## config.mk

```make
export PLATFORM = sky130hd
export DESIGN_NAME = first_fit_heap_allocator_core
export DESIGN_NICKNAME = d
export VERILOG_FILES = /design/src/hw/rtl/ffha_pkg.sv /design/src/hw/rtl/first_fit_heap_allocator_core.sv /design/src/hw/rtl/ffha_ctrl.sv /design/src/hw/rtl/ffha_dp.sv
export SDC_FILE = /design/constraint.sdc
export NUM_CORES = 2
export LEC_CHECK = 0
export BUFFER_PORTS_ARGS = -buffer_cell sky130_fd_sc_hd__buf_2
export CAP_MARGIN = 30
export CORE_ASPECT_RATIO = 0.5
export CORE_MARGIN = 8
export CORE_UTILIZATION = 55
export CTS_CLUSTER_SIZE = 8
export DETAILED_ROUTE_END_ITERATION = 12
export PLACE_DENSITY_LB_ADDON = 0.15
export SLEW_MARGIN = 20
export SYNTH_ARGS = -nofsm -noshare
export SYNTH_HDL_FRONTEND = slang
export SYNTH_SLANG_ARGS = --single-unit
```

## constraint.sdc

```tcl
create_clock -name clk -period 7.4 [get_ports clk]
set_input_delay 0.74 -clock clk [delete_from_list [all_inputs] [get_ports clk]]
set_output_delay 0.74 -clock clk [all_outputs]
set_load 0.02 [all_outputs]
```

## src/hw/rtl/ffha_pkg.sv

```systemverilog
// Shared types and codes for the first-fit heap allocator.
package ffha_pkg;

	localparam logic [1:0] ST_OK       = 2'd0;
	localparam logic [1:0] ST_NULL     = 2'd1;
	localparam logic [1:0] ST_NOMEM    = 2'd2;
	localparam logic [1:0] ST_BADPTR   = 2'd3;

	localparam int SIZE_W = 20;
	localparam int REQ_W  = 21;
	localparam int SPLIT_SLACK = 16;

	// Datapath commands issued by the controller
	typedef struct packed {
		logic clr_scan;   // restart scan index at zero
		logic inc_scan;   // advance scan index
		logic load_cur;   // read entry at scan index into current registers
		logic do_split;   // write chosen entry with rounded size, used
		logic mark_used;  // write chosen entry whole, used
		logic rd_up;      // read entry mv-1 into current registers
		logic wr_up;      // write current registers to entry mv, step mv down
		logic wr_ins;     // write new free entry at insert index
		logic free_cur;   // write chosen entry free, remember it
		logic rd_nxt;     // read entry after chosen
		logic rd_prv;     // read entry before chosen
		logic merge_next; // fold next into chosen
		logic merge_prev; // fold chosen into previous
		logic rd_dn;      // read entry mv+1 into current registers
		logic wr_dn;      // write current registers to entry mv, step mv up
		logic cnt_inc;
		logic cnt_dec;
		logic clr_tot;    // clear totals before recount
		logic acc_tot;    // accumulate scanned entry into totals
		logic latch_req;
	} ffha_cmd_t;

	// Datapath status back to the controller
	typedef struct packed {
		logic scan_end;   // scan index reached block count
		logic fit;        // scanned entry is free and large enough
		logic match;      // scanned entry is used and holds the offset
		logic can_split;
		logic next_free;  // entry after chosen exists and is free
		logic prev_free;  // entry before chosen exists and is free
		logic shift_done; // move index reached target
		logic req_zero;
		logic off_zero;
		logic func_rel;
	} ffha_sts_t;

endpackage

```

## src/hw/rtl/first_fit_heap_allocator_core.sv

```systemverilog
// Top level of the first-fit heap allocator with coalescing.
// One request word is taken at a time. The block table has a single read
// port with registered data, so every entry visited is first read into
// registers and then used: an allocate walks the table until the first fit,
// then moves each later entry with one read and one write to open room on a
// split; a release walks likewise, reads both neighbors and moves entries
// down the same way once per merge. Every request that succeeds ends with a
// recount of the totals over all N entries, N being the block count (up to
// TABLE_ENTRIES); null and failed requests skip the recount. The result word
// is held in an output register until taken, and the next request is taken
// once it has left.
module first_fit_heap_allocator_core #(
	parameter int HEAP_BYTES    = 1048576,
	parameter int HEADER_BYTES  = 16,
	parameter int TABLE_ENTRIES = 64
) (
	input  logic        clk,
	input  logic        arst_n,
	input  logic        s_tvalid,
	output logic        s_tready,
	input  logic [47:0] s_tdata,  // func, request_size[20:0], block_offset[19:0], zero pad
	output logic        m_tvalid,
	input  logic        m_tready,
	output logic [63:0] m_tdata   // status, data_offset, used_bytes, free_bytes, zero pad
);
	import ffha_pkg::*;

	ffha_cmd_t cmd;
	ffha_sts_t sts;
	logic idle, done, in_fire;
	logic [1:0] status;
	logic [19:0] doff, ub, fb;
	logic [61:0] res_q;
	logic vld_q;

	assign s_tready = idle && !vld_q;
	assign in_fire = s_tvalid && s_tready;

	ffha_ctrl u_ctrl (
		.clk(clk), .arst_n(arst_n), .in_fire(in_fire), .out_busy(vld_q),
		.sts(sts), .cmd(cmd), .idle(idle), .done(done), .status(status)
	);

	ffha_dp #(
		.HEAP_BYTES(HEAP_BYTES), .HEADER_BYTES(HEADER_BYTES),
		.TABLE_ENTRIES(TABLE_ENTRIES)
	) u_dp (
		.clk(clk), .arst_n(arst_n), .cmd(cmd), .func(s_tdata[0]),
		.request_size(s_tdata[21:1]), .block_offset(s_tdata[41:22]),
		.sts(sts), .data_offset(doff), .used_bytes(ub), .free_bytes(fb)
	);

	// Hold result word until taken
	always_ff @(posedge clk or negedge arst_n) begin
		if (!arst_n) begin
			vld_q <= 1'b0;
		end else if (done) begin
			vld_q <= 1'b1;
		end else if (m_tready) begin
			vld_q <= 1'b0;
		end
	end

	always_ff @(posedge clk) begin
		if (done) begin
			res_q <= {fb, ub, (status == ST_OK) ? doff : 20'd0, status};
		end
	end

	assign m_tvalid = vld_q;
	assign m_tdata = {2'b00, res_q};

endmodule

```

## src/hw/rtl/ffha_ctrl.sv

```systemverilog
// Controller state machine of the first-fit heap allocator.
module ffha_ctrl (
	input  logic               clk,
	input  logic               arst_n,
	input  logic               in_fire,
	input  logic               out_busy,
	input  ffha_pkg::ffha_sts_t sts,
	output ffha_pkg::ffha_cmd_t cmd,
	output logic               idle,
	output logic               done,
	output logic [1:0]         status
);
	import ffha_pkg::*;

	typedef enum logic [16:0] {
		S_IDLE  = 17'b00000000000000001,
		S_DEC   = 17'b00000000000000010,
		S_SRD   = 17'b00000000000000100,
		S_SCHK  = 17'b00000000000001000,
		S_URD   = 17'b00000000000010000,
		S_UWR   = 17'b00000000000100000,
		S_INS   = 17'b00000000001000000,
		S_NRD   = 17'b00000000010000000,
		S_PRD   = 17'b00000000100000000,
		S_FREE  = 17'b00000001000000000,
		S_DRD   = 17'b00000010000000000,
		S_DWR   = 17'b00000100000000000,
		S_MPRV  = 17'b00001000000000000,
		S_MNXT  = 17'b00010000000000000,
		S_CRD   = 17'b00100000000000000,
		S_CACC  = 17'b01000000000000000,
		S_DONE  = 17'b10000000000000000
	} state_t;

	state_t state_q, state_d;
	logic [1:0] status_q, status_d;
	logic mprev_pend_q, mprev_pend_d;

	// Next state and command decode
	always_comb begin
		state_d = state_q;
		status_d = status_q;
		mprev_pend_d = mprev_pend_q;
		cmd = '0;
		case (state_q)
			S_IDLE: begin
				if (in_fire) begin
					cmd.latch_req = 1'b1;
					state_d = S_DEC;
				end
			end
			S_DEC: begin
				cmd.clr_scan = 1'b1;
				if (!sts.func_rel && sts.req_zero) begin
					status_d = ST_NULL;
					state_d = S_DONE;
				end else if (sts.func_rel && sts.off_zero) begin
					status_d = ST_NULL;
					state_d = S_DONE;
				end else begin
					state_d = S_SRD;
				end
			end
			S_SRD: begin
				if (sts.scan_end) begin
					status_d = sts.func_rel ? ST_BADPTR : ST_NOMEM;
					state_d = S_DONE;
				end else begin
					cmd.load_cur = 1'b1;
					state_d = S_SCHK;
				end
			end
			S_SCHK: begin
				status_d = ST_OK;
				if (!sts.func_rel && sts.fit) begin
					if (sts.can_split) begin
						cmd.do_split = 1'b1;
						state_d = S_URD;
					end else begin
						cmd.mark_used = 1'b1;
						cmd.clr_scan = 1'b1;
						cmd.clr_tot = 1'b1;
						state_d = S_CRD;
					end
				end else if (sts.func_rel && sts.match) begin
					cmd.free_cur = 1'b1;
					state_d = S_NRD;
				end else begin
					cmd.inc_scan = 1'b1;
					state_d = S_SRD;
				end
			end
			// Open a slot after the chosen entry, one read and one write per entry
			S_URD: begin
				if (sts.shift_done) begin
					state_d = S_INS;
				end else begin
					cmd.rd_up = 1'b1;
					state_d = S_UWR;
				end
			end
			S_UWR: begin
				cmd.wr_up = 1'b1;
				state_d = S_URD;
			end
			S_INS: begin
				cmd.wr_ins = 1'b1;
				cmd.cnt_inc = 1'b1;
				cmd.clr_scan = 1'b1;
				cmd.clr_tot = 1'b1;
				state_d = S_CRD;
			end
			// Fetch both neighbors of the freed entry
			S_NRD: begin
				cmd.rd_nxt = 1'b1;
				state_d = S_PRD;
			end
			S_PRD: begin
				cmd.rd_prv = 1'b1;
				state_d = S_FREE;
			end
			S_FREE: begin
				mprev_pend_d = sts.prev_free;
				if (sts.next_free) begin
					cmd.merge_next = 1'b1;
					state_d = S_DRD;
				end else if (sts.prev_free) begin
					cmd.merge_prev = 1'b1;
					mprev_pend_d = 1'b0;
					state_d = S_DRD;
				end else begin
					cmd.clr_scan = 1'b1;
					cmd.clr_tot = 1'b1;
					state_d = S_CRD;
				end
			end
			// Close the gap of a merged entry
			S_DRD: begin
				if (sts.shift_done) begin
					cmd.cnt_dec = 1'b1;
					state_d = mprev_pend_q ? S_MPRV : S_MNXT;
				end else begin
					cmd.rd_dn = 1'b1;
					state_d = S_DWR;
				end
			end
			S_DWR: begin
				cmd.wr_dn = 1'b1;
				state_d = S_DRD;
			end
			S_MPRV: begin
				cmd.merge_prev = 1'b1;
				mprev_pend_d = 1'b0;
				state_d = S_DRD;
			end
			S_MNXT: begin
				cmd.clr_scan = 1'b1;
				cmd.clr_tot = 1'b1;
				state_d = S_CRD;
			end
			S_CRD: begin
				if (sts.scan_end) begin
					state_d = S_DONE;
				end else begin
					cmd.load_cur = 1'b1;
					state_d = S_CACC;
				end
			end
			S_CACC: begin
				cmd.acc_tot = 1'b1;
				cmd.inc_scan = 1'b1;
				state_d = S_CRD;
			end
			S_DONE: begin
				if (!out_busy) begin
					state_d = S_IDLE;
				end
			end
			default: begin
				state_d = S_IDLE;
			end
		endcase
	end

	// Hold state
	always_ff @(posedge clk or negedge arst_n) begin
		if (!arst_n) begin
			state_q <= S_IDLE;
			status_q <= ST_OK;
			mprev_pend_q <= 1'b0;
		end else begin
			state_q <= state_d;
			status_q <= status_d;
			mprev_pend_q <= mprev_pend_d;
		end
	end

	assign idle = (state_q == S_IDLE);
	assign done = (state_q == S_DONE) && !out_busy;
	assign status = status_q;

endmodule

```

## src/hw/rtl/ffha_dp.sv

```systemverilog
// Datapath of the first-fit heap allocator: block table, scan and totals.
module ffha_dp #(
	parameter int HEAP_BYTES    = 1048576,
	parameter int HEADER_BYTES  = 16,
	parameter int TABLE_ENTRIES = 64
) (
	input  logic                clk,
	input  logic                arst_n,
	input  ffha_pkg::ffha_cmd_t  cmd,
	input  logic                func,
	input  logic [20:0]         request_size,
	input  logic [19:0]         block_offset,
	output ffha_pkg::ffha_sts_t  sts,
	output logic [19:0]         data_offset,
	output logic [19:0]         used_bytes,
	output logic [19:0]         free_bytes
);
	import ffha_pkg::*;

	localparam int IW = $clog2(TABLE_ENTRIES);
	localparam int CW = $clog2(TABLE_ENTRIES + 1);
	localparam int NW = REQ_W + 1;
	localparam logic [SIZE_W-1:0] HDR = SIZE_W'(HEADER_BYTES);
	localparam logic [SIZE_W-1:0] INIT_SZ = SIZE_W'(HEAP_BYTES - HEADER_BYTES);
	localparam logic [NW:0] SPLIT_MIN = (NW+1)'(HEADER_BYTES + SPLIT_SLACK);

	// Block table: one read port with registered data, one write port
	logic [SIZE_W-1:0] start_q [TABLE_ENTRIES];
	logic [SIZE_W-1:0] size_q  [TABLE_ENTRIES];
	logic              used_q  [TABLE_ENTRIES];

	logic [CW-1:0] count_q, scan_q, mv_q;
	logic [IW-1:0] sel_q;
	logic          func_q;
	logic [NW-1:0] need_q;
	logic [SIZE_W-1:0] off_q;
	logic [SIZE_W-1:0] cur_start_q, cur_size_q;
	logic          cur_used_q;
	logic [SIZE_W-1:0] nxt_size_q, prv_start_q, prv_size_q;
	logic          nxt_used_q, prv_used_q;
	logic [SIZE_W-1:0] sel_start_q, sel_size_q;
	logic [SIZE_W-1:0] used_tot_q, free_tot_q, doff_q;
	logic [SIZE_W-1:0] ins_start_q, ins_size_q;
	logic          zero_req_q;

	logic [IW-1:0] scan_ix, mv_ix, sel_nx, sel_pv, mv_pv, mv_nx;
	logic [NW:0]   size_ext, need_ext;
	logic [IW-1:0] rd_ix, wr_ix;
	logic [SIZE_W-1:0] rd_start, rd_size, wr_start, wr_size;
	logic [SIZE_W-1:0] merged_nx, merged_pv;
	logic          rd_used, wr_used, wr_en;

	assign scan_ix = scan_q[IW-1:0];
	assign mv_ix   = mv_q[IW-1:0];
	assign sel_nx  = sel_q + IW'(1);
	assign sel_pv  = sel_q - IW'(1);
	assign mv_pv   = mv_ix - IW'(1);
	assign mv_nx   = mv_ix + IW'(1);
	assign size_ext = (NW+1)'(cur_size_q);
	assign need_ext = (NW+1)'(need_q);
	assign merged_nx = sel_size_q + HDR + nxt_size_q;
	assign merged_pv = prv_size_q + HDR + sel_size_q;

	// Status toward the controller
	always_comb begin
		sts = '0;
		sts.scan_end = (scan_q >= count_q);
		sts.fit = !cur_used_q && (size_ext >= need_ext);
		sts.match = cur_used_q && ((cur_start_q + HDR) == off_q);
		sts.can_split = (count_q < CW'(TABLE_ENTRIES)) &&
			(size_ext >= need_ext + SPLIT_MIN);
		sts.next_free = ((CW'(sel_q) + CW'(1)) < count_q) && !nxt_used_q;
		sts.prev_free = (sel_q != '0) && !prv_used_q;
		sts.shift_done = func_q ? (mv_q + CW'(1) >= count_q) :
			(mv_q <= CW'(sel_q) + CW'(1));
		sts.req_zero = zero_req_q;
		sts.off_zero = (off_q == '0);
		sts.func_rel = func_q;
	end

	// Select the one table address read this cycle
	always_comb begin
		rd_ix = scan_ix;
		if (cmd.rd_up) rd_ix = mv_pv;
		else if (cmd.rd_dn) rd_ix = mv_nx;
		else if (cmd.rd_nxt) rd_ix = sel_nx;
		else if (cmd.rd_prv) rd_ix = sel_pv;
	end

	assign rd_start = start_q[rd_ix];
	assign rd_size  = size_q[rd_ix];
	assign rd_used  = used_q[rd_ix];

	// Select the one table entry written this cycle
	always_comb begin
		wr_en = 1'b1;
		wr_ix = scan_ix;
		wr_start = cur_start_q;
		wr_size = cur_size_q;
		wr_used = 1'b0;
		if (cmd.do_split) begin
			wr_size = need_q[SIZE_W-1:0];
			wr_used = 1'b1;
		end else if (cmd.mark_used) begin
			wr_used = 1'b1;
		end else if (cmd.free_cur) begin
			wr_used = 1'b0;
		end else if (cmd.wr_up || cmd.wr_dn) begin
			wr_ix = mv_ix;
			wr_used = cur_used_q;
		end else if (cmd.wr_ins) begin
			wr_ix = sel_nx;
			wr_start = ins_start_q;
			wr_size = ins_size_q;
		end else if (cmd.merge_next) begin
			wr_ix = sel_q;
			wr_start = sel_start_q;
			wr_size = merged_nx;
		end else if (cmd.merge_prev) begin
			wr_ix = sel_pv;
			wr_start = prv_start_q;
			wr_size = merged_pv;
		end else begin
			wr_en = 1'b0;
		end
	end

	// Table storage; entry 0 starts as one free block
	always_ff @(posedge clk or negedge arst_n) begin
		if (!arst_n) begin
			start_q[0] <= '0;
			size_q[0] <= INIT_SZ;
			used_q[0] <= 1'b0;
		end else if (wr_en) begin
			start_q[wr_ix] <= wr_start;
			size_q[wr_ix] <= wr_size;
			used_q[wr_ix] <= wr_used;
		end
	end

	// Control registers
	always_ff @(posedge clk or negedge arst_n) begin
		if (!arst_n) begin
			count_q <= CW'(1);
			scan_q <= '0;
			mv_q <= '0;
			sel_q <= '0;
			used_tot_q <= '0;
			free_tot_q <= INIT_SZ;
		end else begin
			if (cmd.clr_scan) scan_q <= '0;
			else if (cmd.inc_scan) scan_q <= scan_q + CW'(1);
			if (cmd.cnt_inc) count_q <= count_q + CW'(1);
			else if (cmd.cnt_dec) count_q <= count_q - CW'(1);
			if (cmd.do_split) begin
				sel_q <= scan_ix;
				mv_q <= count_q;
			end
			if (cmd.free_cur) sel_q <= scan_ix;
			if (cmd.wr_up) mv_q <= mv_q - CW'(1);
			if (cmd.wr_dn) mv_q <= mv_q + CW'(1);
			// Merge removes entry sel+1 (next) or sel (into prev)
			if (cmd.merge_next) mv_q <= CW'(sel_nx);
			if (cmd.merge_prev) begin
				mv_q <= CW'(sel_q);
				sel_q <= sel_pv;
			end
			if (cmd.clr_tot) begin
				used_tot_q <= '0;
				free_tot_q <= '0;
			end else if (cmd.acc_tot) begin
				if (cur_used_q) used_tot_q <= used_tot_q + cur_size_q;
				else free_tot_q <= free_tot_q + cur_size_q;
			end
		end
	end

	// Request capture, registered read data and split values
	always_ff @(posedge clk) begin
		if (cmd.latch_req) begin
			func_q <= func;
			need_q <= (NW'(request_size) + NW'(3)) & ~NW'(3);
			zero_req_q <= (request_size == '0);
			off_q <= block_offset;
			doff_q <= '0;
		end
		if (cmd.load_cur || cmd.rd_up || cmd.rd_dn) begin
			cur_start_q <= rd_start;
			cur_size_q <= rd_size;
			cur_used_q <= rd_used;
		end
		if (cmd.rd_nxt) begin
			nxt_size_q <= rd_size;
			nxt_used_q <= rd_used;
		end
		if (cmd.rd_prv) begin
			prv_start_q <= rd_start;
			prv_size_q <= rd_size;
			prv_used_q <= rd_used;
		end
		if (cmd.do_split) begin
			ins_start_q <= cur_start_q + HDR + need_q[SIZE_W-1:0];
			ins_size_q <= cur_size_q - need_q[SIZE_W-1:0] - HDR;
		end
		if (cmd.do_split || cmd.mark_used) doff_q <= cur_start_q + HDR;
		if (cmd.free_cur) begin
			sel_start_q <= cur_start_q;
			sel_size_q <= cur_size_q;
		end
		if (cmd.merge_next) sel_size_q <= merged_nx;
	end

	assign data_offset = doff_q;
	assign used_bytes = used_tot_q;
	assign free_bytes = free_tot_q;

endmodule

```

After elaboration in Yosys (flattened, before gate mapping)
Cells that the tools add are included.
{"block": "totals", "wordCells": 459, "inputBits": 52, "register_bits": 3019}
{"block": "op_classes", "order_cmp": 10, "reduce_logical": 47, "n_bitwise": 2, "addsub": 22, "n_eq_ne": 23, "mux": 134}
{"operator": "bitwise mux 1280 bit", "count": 2}
{"operator": "2-to-1 mux 20 bit", "count": 29}
{"operator": "binary-select mux 20 bit (select 6 bit)", "count": 2}
{"operator": "one-hot mux 17 bit (14 select lines)", "count": 1}
{"operator": "demux 20 bit (select 6 bit)", "count": 1}
{"operator": "2-to-1 mux 17 bit", "count": 7}
{"operator": "adder 20 bit", "count": 5}
{"operator": "2-to-1 mux 6 bit", "count": 14}
{"operator": "2-to-1 mux 7 bit", "count": 10}
{"operator": "bitwise mux 64 bit", "count": 1}
{"operator": "adder 20 x 5 -> 20 bit, second input constant", "count": 3}
{"operator": "2-to-1 mux 15 bit", "count": 4}
{"operator": "2-to-1 mux 1 bit", "count": 48}
{"operator": "adder 22 x 6 -> 23 bit, second input constant", "count": 1}
{"operator": ">= comparator 20 x 23 -> 1 bit", "count": 1}
{"operator": "adder 21 x 2 -> 22 bit, second input constant", "count": 1}
{"operator": ">= comparator 20 x 22 -> 1 bit", "count": 1}
{"operator": "adder 7 x 1 -> 7 bit, second input constant", "count": 3}
{"operator": "logical NOT 21 bit", "count": 1}
{"operator": "equality test 20 bit", "count": 1}
{"operator": "logical NOT 20 bit", "count": 1}
{"operator": "subtractor 20 bit", "count": 1}
{"operator": "subtractor 20 x 5 -> 20 bit, second input constant", "count": 1}
{"operator": "equality test 17 x 1 -> 1 bit, second input constant", "count": 1}
{"operator": "other kinds (50)", "count": 98}

Longest topological paths before layout
{"block": "depth", "ltp_word": 18, "depth_mapped": 22}

By module
A second synthesis with hierarchy kept.
{"block": "hier_totals", "cells_unflattened": 8053, "hier_area_um2": 131944.0}
{"mod": "ffha_dp", "cells_each": 7804, "instances": 1, "area_per_inst_um2": 128408.2}
{"mod": "first_fit_heap_allocator_core", "cells_each": 93, "instances": 1, "area_per_inst_um2": 2100.8}
{"mod": "ffha_ctrl", "cells_each": 156, "instances": 1, "area_per_inst_um2": 1435.1}

Worst setup path before layout
Ideal clock, no wire load.
{"block": "synth_timing", "path_kind": "flip-flop to flip-flop", "start": "register u_dp.sel_q[0]", "end": "register u_dp.size_q[1018] (netlist bit) (data pin)", "t_arrival_ns": 6.628, "stages_incl_launch_ff": 17, "setup_time_ns": 0.908, "setup_slack_ns": -0.135, "path_buffers": 3, "t_required_ns": 6.492, "cell_sequence": "dfrtp_1 -> clkbuf_1 -> inv_1 -> nor3_1 -> xnor2_1 -> inv_1 -> ha_1 -> and3_1 -> a211oi_1 -> a211o_1 -> and3_1 -> buf_2 -> clkbuf_1 -> nand2_1 -> nand2_1 -> a211oi_1 -> o41ai_1"}
{"element": "from (decl)", "line": "ffha_dp.sv:33", "rtl": "logic [IW-1:0] sel_q;"}
{"element": "from (signal assigned)", "line": "ffha_dp.sv:156", "rtl": "sel_q <= scan_ix;"}
{"element": "from (signal assigned)", "line": "ffha_dp.sv:159", "rtl": "if (cmd.free_cur) sel_q <= scan_ix;"}
{"element": "from (signal assigned)", "line": "ffha_dp.sv:166", "rtl": "sel_q <= sel_pv;"}
{"element": "adder 6 x 1 -> 7 bit or nonzero test 6 bit (tied branches)", "line": "ffha_dp.sv:72, ffha_dp.sv:73"}
{"element": "less-than comparator 7 bit or logical AND 1 bit (tied branches)", "line": "ffha_dp.sv:72, ffha_dp.sv:73"}
{"element": "logical AND 1 bit or 2-to-1 mux 1 bit (tied branches)", "line": "ffha_dp.sv:72, ffha_ctrl.sv:127"}
{"element": "2-to-1 mux 1 bit", "line": "ffha_ctrl.sv:124", "rtl": "if (sts.next_free) begin"}
{"element": "one-hot mux 1 bit (2 select lines)", "line": "ffha_ctrl.sv:45", "rtl": "case (state_q)"}
{"element": "2-to-1 mux 20 bit", "line": "ffha_dp.sv:119", "rtl": "end else if (cmd.merge_prev) begin"}
{"element": "2-to-1 mux 20 bit (*)", "line": "ffha_dp.sv:115", "rtl": "end else if (cmd.merge_next) begin"}
{"element": "2-to-1 mux 20 bit (*)", "line": "ffha_dp.sv:111", "rtl": "end else if (cmd.wr_ins) begin"}
{"element": "2-to-1 mux 20 bit (*)", "line": "ffha_dp.sv:108", "rtl": "end else if (cmd.wr_up || cmd.wr_dn) begin"}
{"element": "2-to-1 mux 20 bit (*)", "line": "ffha_dp.sv:106", "rtl": "end else if (cmd.free_cur) begin"}
{"element": "2-to-1 mux 20 bit (*)", "line": "ffha_dp.sv:104", "rtl": "end else if (cmd.mark_used) begin"}
{"element": "2-to-1 mux 20 bit (*)", "line": "ffha_dp.sv:101", "rtl": "if (cmd.do_split) begin"}
{"element": "net u_dp.wr_size[18]", "line": "ffha_dp.sv:49", "rtl": "logic [SIZE_W-1:0] rd_start, rd_size, wr_start, wr_size;"}
{"element": "bitwise mux 1280 bit (*)", "line": "ffha_dp.sv:136", "rtl": "size_q[wr_ix] <= wr_size;"}
{"element": "to (signal, indexed assignment)", "line": "ffha_dp.sv:136"}
{"element": "to (decl)", "line": "ffha_dp.sv:29", "rtl": "logic [SIZE_W-1:0] size_q [TABLE_ENTRIES];"}
Mark *: on every way through the listed nets, which the timed path passes. The rest lies on a longest branch.
A chain may end at the register's enable or synchronous reset.

Worst setup path in the final report
{"block": "layout_timing", "start": "register u_dp.sel_q[0]", "end": "register u_dp.nxt_size_q[9] (data pin)"}
{"block": "layout_between", "elab_chain_len": 11}
{"element": "adder 6 x 1 -> 7 bit", "line": "ffha_dp.sv:75", "rtl": "(mv_q <= CW'(sel_q) + CW'(1));"}
{"element": "less-or-equal comparator 7 bit", "line": "ffha_dp.sv:75"}
{"element": "2-to-1 mux 1 bit", "line": "ffha_dp.sv:74", "rtl": "sts.shift_done = func_q ? (mv_q + CW'(1) >= count_q) :"}
{"element": "2-to-1 mux 1 bit", "line": "ffha_ctrl.sv:95, ffha_ctrl.sv:139"}
{"element": "2-to-1 mux 1 bit", "line": "ffha_ctrl.sv:45"}
{"element": "2-to-1 mux 6 bit", "line": "ffha_dp.sv:85", "rtl": "else if (cmd.rd_dn) rd_ix = mv_nx;"}
{"element": "2-to-1 mux 6 bit (*)", "line": "ffha_dp.sv:84", "rtl": "if (cmd.rd_up) rd_ix = mv_pv;"}
{"element": "inverter 6 -> 7 bit (not written as such) (*)", "line": "ffha_dp.sv:91", "rtl": "assign rd_size = size_q[rd_ix];"}
{"element": "binary-select mux 20 bit (select 6 bit) (*)", "line": "ffha_dp.sv:91"}
{"element": "2-to-1 mux 20 bit (not written as such) (*) (2 in a row)", "line": "ffha_dp.sv:91"}
{"element": "net u_dp.rd_size[9]", "line": "ffha_dp.sv:49"}
{"element": "to (signal assigned)", "line": "ffha_dp.sv:193", "rtl": "nxt_size_q <= rd_size;"}
{"element": "to (decl)", "line": "ffha_dp.sv:39", "rtl": "logic [SIZE_W-1:0] nxt_size_q, prv_start_q, prv_size_q;"}
Mark *: on every way through the listed nets, which the timed path passes. The rest lies on a longest branch. The select of a mux whose other input is x is not followed.

==> run_results.csv <==
group,metric,value,unit
outcome,status,"finished clean",
synth,synth_area_leader_cell,"edfxtp_1",
clock_tree,cts_sinks,3019,
sta,fin_crit_sh,90.7,%
routing,wirelength,378000,um
critical_path,crit_chain,"ha_1 -> nand3_1 -> xnor2_1 -> inv_1 -> ha_1 -> a21o_1 -> a21oi_1 -> nor2b_1 -> a221o_1 -> and2_1 -> o22a_1 -> buf_4 -> nor3_2 -> nand2_2 -> a21oi_1 -> or4_1 -> or3_1 -> nor2_1 -> buf_4",
placement,gp_congestion,0.910,
sta,rsz0062_at_grt,"no",
routing,vias,85046,
clock_tree,cts_root_buf,"clkbuf_16",
hold_path,hp-start,"m_tready",
routing,wl_met2,166000,um
synth,synth_cell_types,96,
hold_path,holdPathEnd,"m_tvalid",
pwr,peakVddDrop,0.202,mV
critical_path,r2r_end,"u_dp.nxt_size_q[9]",
routing,dr_wl_met3,48400,um
critical_path,slowest_delay,880,ps
critical_path,worstSetupPathType,"reg -> reg",
sta,fmax,149,MHz
critical_path,start_kind,"register",
final_layout,area_growth_syn_to_layout,14.8,%
pwr,p_per_area,291,nW/um2
grt,grt_use_total,29.7,%
routing,drc,0,
clock_tree,cts_tree,"yes",
sta,finalHoldViolations,0,
clock_tree,cts_setup_buffers,0,
critical_path,cp_max_fo,16,
sta,timing.final.max_slew_violations,0,
synth,synth_edf_count,2890,
critical_path,crit_required,8130,ps
sta,finalClockSkew,61.5,ps
synth,yosysWarnings,0,
sta,tightest_slew,1110,ps
hold_path,min_path_cells,2,
grt,grt_pass1_wl,542000,um
critical_path,regToRegSetupSlack,690,ps
final_layout,drive_above_1_share,11.5,%
critical_path,cp.arrival,7440,ps
placement,dp_slack,981,ps
routing,drt_first_pass_iters,8,
critical_path,cp_top_family,"simple AND/OR/NAND/NOR gates",
floorplanning,dieHeight,356,um
synth,syn_area,127000,um2
clock_tree,cts.path.max_buffers,4,
floorplanning,rows,124,
grt,overflow,0,
final_layout,fin_nets,10574,
clock_tree,clk_pin_slew,60,ps
clock_tree,ctsHoldBuffers,1,
routing,ant_nets,0,
critical_path,critical_path.startpoint,"u_dp.sel_q[0]",
synth,yosys_register_bits,3019,
synth,ys.flop_type,"edfxtp_1",
sta,max_slew_margin,26.2,%
clock_tree,numCtsBuffers,419,
critical_path,cp.buffers_inverters,3,
floorplanning,start_util,55.5,%
pwr,leakage,51.5,nW
routing,wire_per_inst,28.0,um
placement,dp_hpwl,226000,um
routing,viasPerCell,6.29,
placement,dp.cells,12941,
floorplanning,dieArea,248000,um2
pwr,power,42.6,mW
run,drv_cap,0,
sta,setup_ws,687,ps
clock_tree,ctsResizeCount,0,
synth,syn_inst,9906,
synth,yosysSeqAreaShare,70.8,%
synth,yosys-top-cells-area,"edfxtp_1 68%, nand2_1 7.0%, nand3_1 4.1%, ha_1 2.3%, dfrtp_1 1.9%",
synth,syn_avg_cell_area,12.8,um2
critical_path,reg2reg_from,"u_dp.sel_q[0]",
synth,async_flop_share,4.27,%
grt,antenna_found_initial,27,
synth,synth_top_area_share,68.2,%
clock_tree,htree_levels,5,
sta,setup_violations,0,
placement,io_buffer_count,109,
routing,met1Wirelength,152000,um
grt,grt_max_degree,134,
final_layout,instances_no_fill,13528,
floorplanning,die_w,696,um
routing,highest_layer,"met5",
routing,drt_iter0_drc,12100,
critical_path,reg2reg_depth,19,
critical_path,cp.depth,19,
floorplanning,core,229000,um2
sta,period_minus_slack,6710,ps
floorplanning,io_pins,118,
clock_tree,clock_latency,900,ps
critical_path,end_kind,"register",
critical_path,critPathSlowestCell,"o22a_1",
sta,tns,0,ps
hold_path,hold_class,"in -> reg",
grt,grt_pass1_vias,80150,
==> logic make-up after synthesis <==
group	share of synthesized area, %
buf+inv	2.31
xor+xnor	1.42
flops	70.8
simple gates	14.5
fa+ha+maj	2.42
compound gates	6.54
mux	2.02
other cells	0.00295
==> worst max path at each step <==
stage                     slack [ps]                  to
after floorplan                 1230   u_dp.size_q[1080]
after global placement           980  u_dp.nxt_size_q[9]
after detailed placement         980  u_dp.cur_size_q[9]
after CTS                        930  u_dp.prv_size_q[9]
after global routing             470  u_dp.cur_size_q[9]
final                            690  u_dp.nxt_size_q[9]
==> synth_stat cells (32+ instances only) <==
library cell	number
a211oi_1	46
a21o_1	53
a21oi_1	457
a22oi_1	75
a31oi_1	237
a32oi_1	80
and2_1	34
and3_1	90
buf_1	56
buf_2	166
clkbuf_1	312
dfrtp_1	95
dfstp_2	34
edfxtp_1	2890
ha_1	235
inv_1	147
mux2_4	40
mux2i_1	194
nand2_1	2385
nand3_1	1045
nand4_1	52
nor2_1	313
nor2b_1	32
nor3_1	106
o21ai_0	104
xnor2_1	124
xor2_1	66
==> layer usage <==
| layer | vias up | track usage, % |
|---|---|---|
| li1 | 37238 | - |
| met1 | 42148 | 42.6 |
| met2 | 4955 | 44.4 |
| met3 | 697 | 8.24 |
| met4 | 8 | 9.21 |
| met5 | - | 0 |
==> worst reg2reg max path: stages (launching register included) <==
cell	delay, ps
dfrtp_1	570
ha_1	340
nand3_1	120
xnor2_1	320
inv_1	130
ha_1	200
a21o_1	150
a21oi_1	180
nor2b_1	160
a221o_1	240
and2_1	490
o22a_1	880
buf_4	320
nor3_2	100
nand2_2	490
a21oi_1	140
or4_1	460
or3_1	410
nor2_1	580
buf_4	280
==> sequential cells by signal, indices dropped and copies added, names as in the netlist, 62 cells and up <==
signal	count
u_dp.used_q	64
u_dp.start_q	1280
res_q	62
u_dp.size_q	1280
==> where the power goes <==
group / internal, mW / switching, mW / leakage [nW] / total, mW
Sequential: 19.2 / 0.224 / 27.7 / 19.5
Combinational: 1.83 / 4.18 / 18.3 / 6.01
Clock: 10.3 / 6.83 / 5.49 / 17.1
==> stage by stage <==
stage	utilization (%)	hold slack [ps]	cell area, um2
floorplan	-	419	127000
global placement	58.7	449	134000
detailed placement	58.8	460	135000
CTS	63.7	1.13	146000
global route	63.7	25.6	146000
finish	63.7	59.8	146000
==> layout make-up <==
type,count,area (um2)
Sequential cell,3019,90100
Clock inverter,18,254
Clock buffer,558,11100
Fill cell,16740,83100
Timing Repair Buffer,506,4920
Tap cell,3087,3860
Multi-Input combinational cell,6186,35300
Antenna cell,6,15.0
Inverter,148,556
==> cell usage in the layout (no fill, tap or decap), types with 27 or more instances in the layout <==
cell / n
or4_1: 31
clkbuf_16: 423
dfrtp_1: 95
buf_12: 97
xor2_1: 66
buf_2: 108
a211oi_1: 46
buf_4: 289
mux2i_1: 194
a31oi_1: 237
clkbuf_1: 135
ha_1: 235
o21ai_0: 101
nand4_1: 52
o32ai_1: 27
and2_1: 34
edfxtp_1: 2890
nand2b_1: 27
nor2_1: 232
nand2_1: 2379
xnor2_1: 124
and3_1: 89
nand3_1: 1043
dfstp_2: 34
a22o_1: 29
a21o_1: 52
nor3_1: 101
a311oi_1: 30
nor2_4: 80
mux2_4: 40
a21oi_1: 429
a21oi_4: 28
a32oi_1: 80
a22oi_1: 73
nor2b_1: 32
inv_1: 146
(Power assumes the default switching activity.)
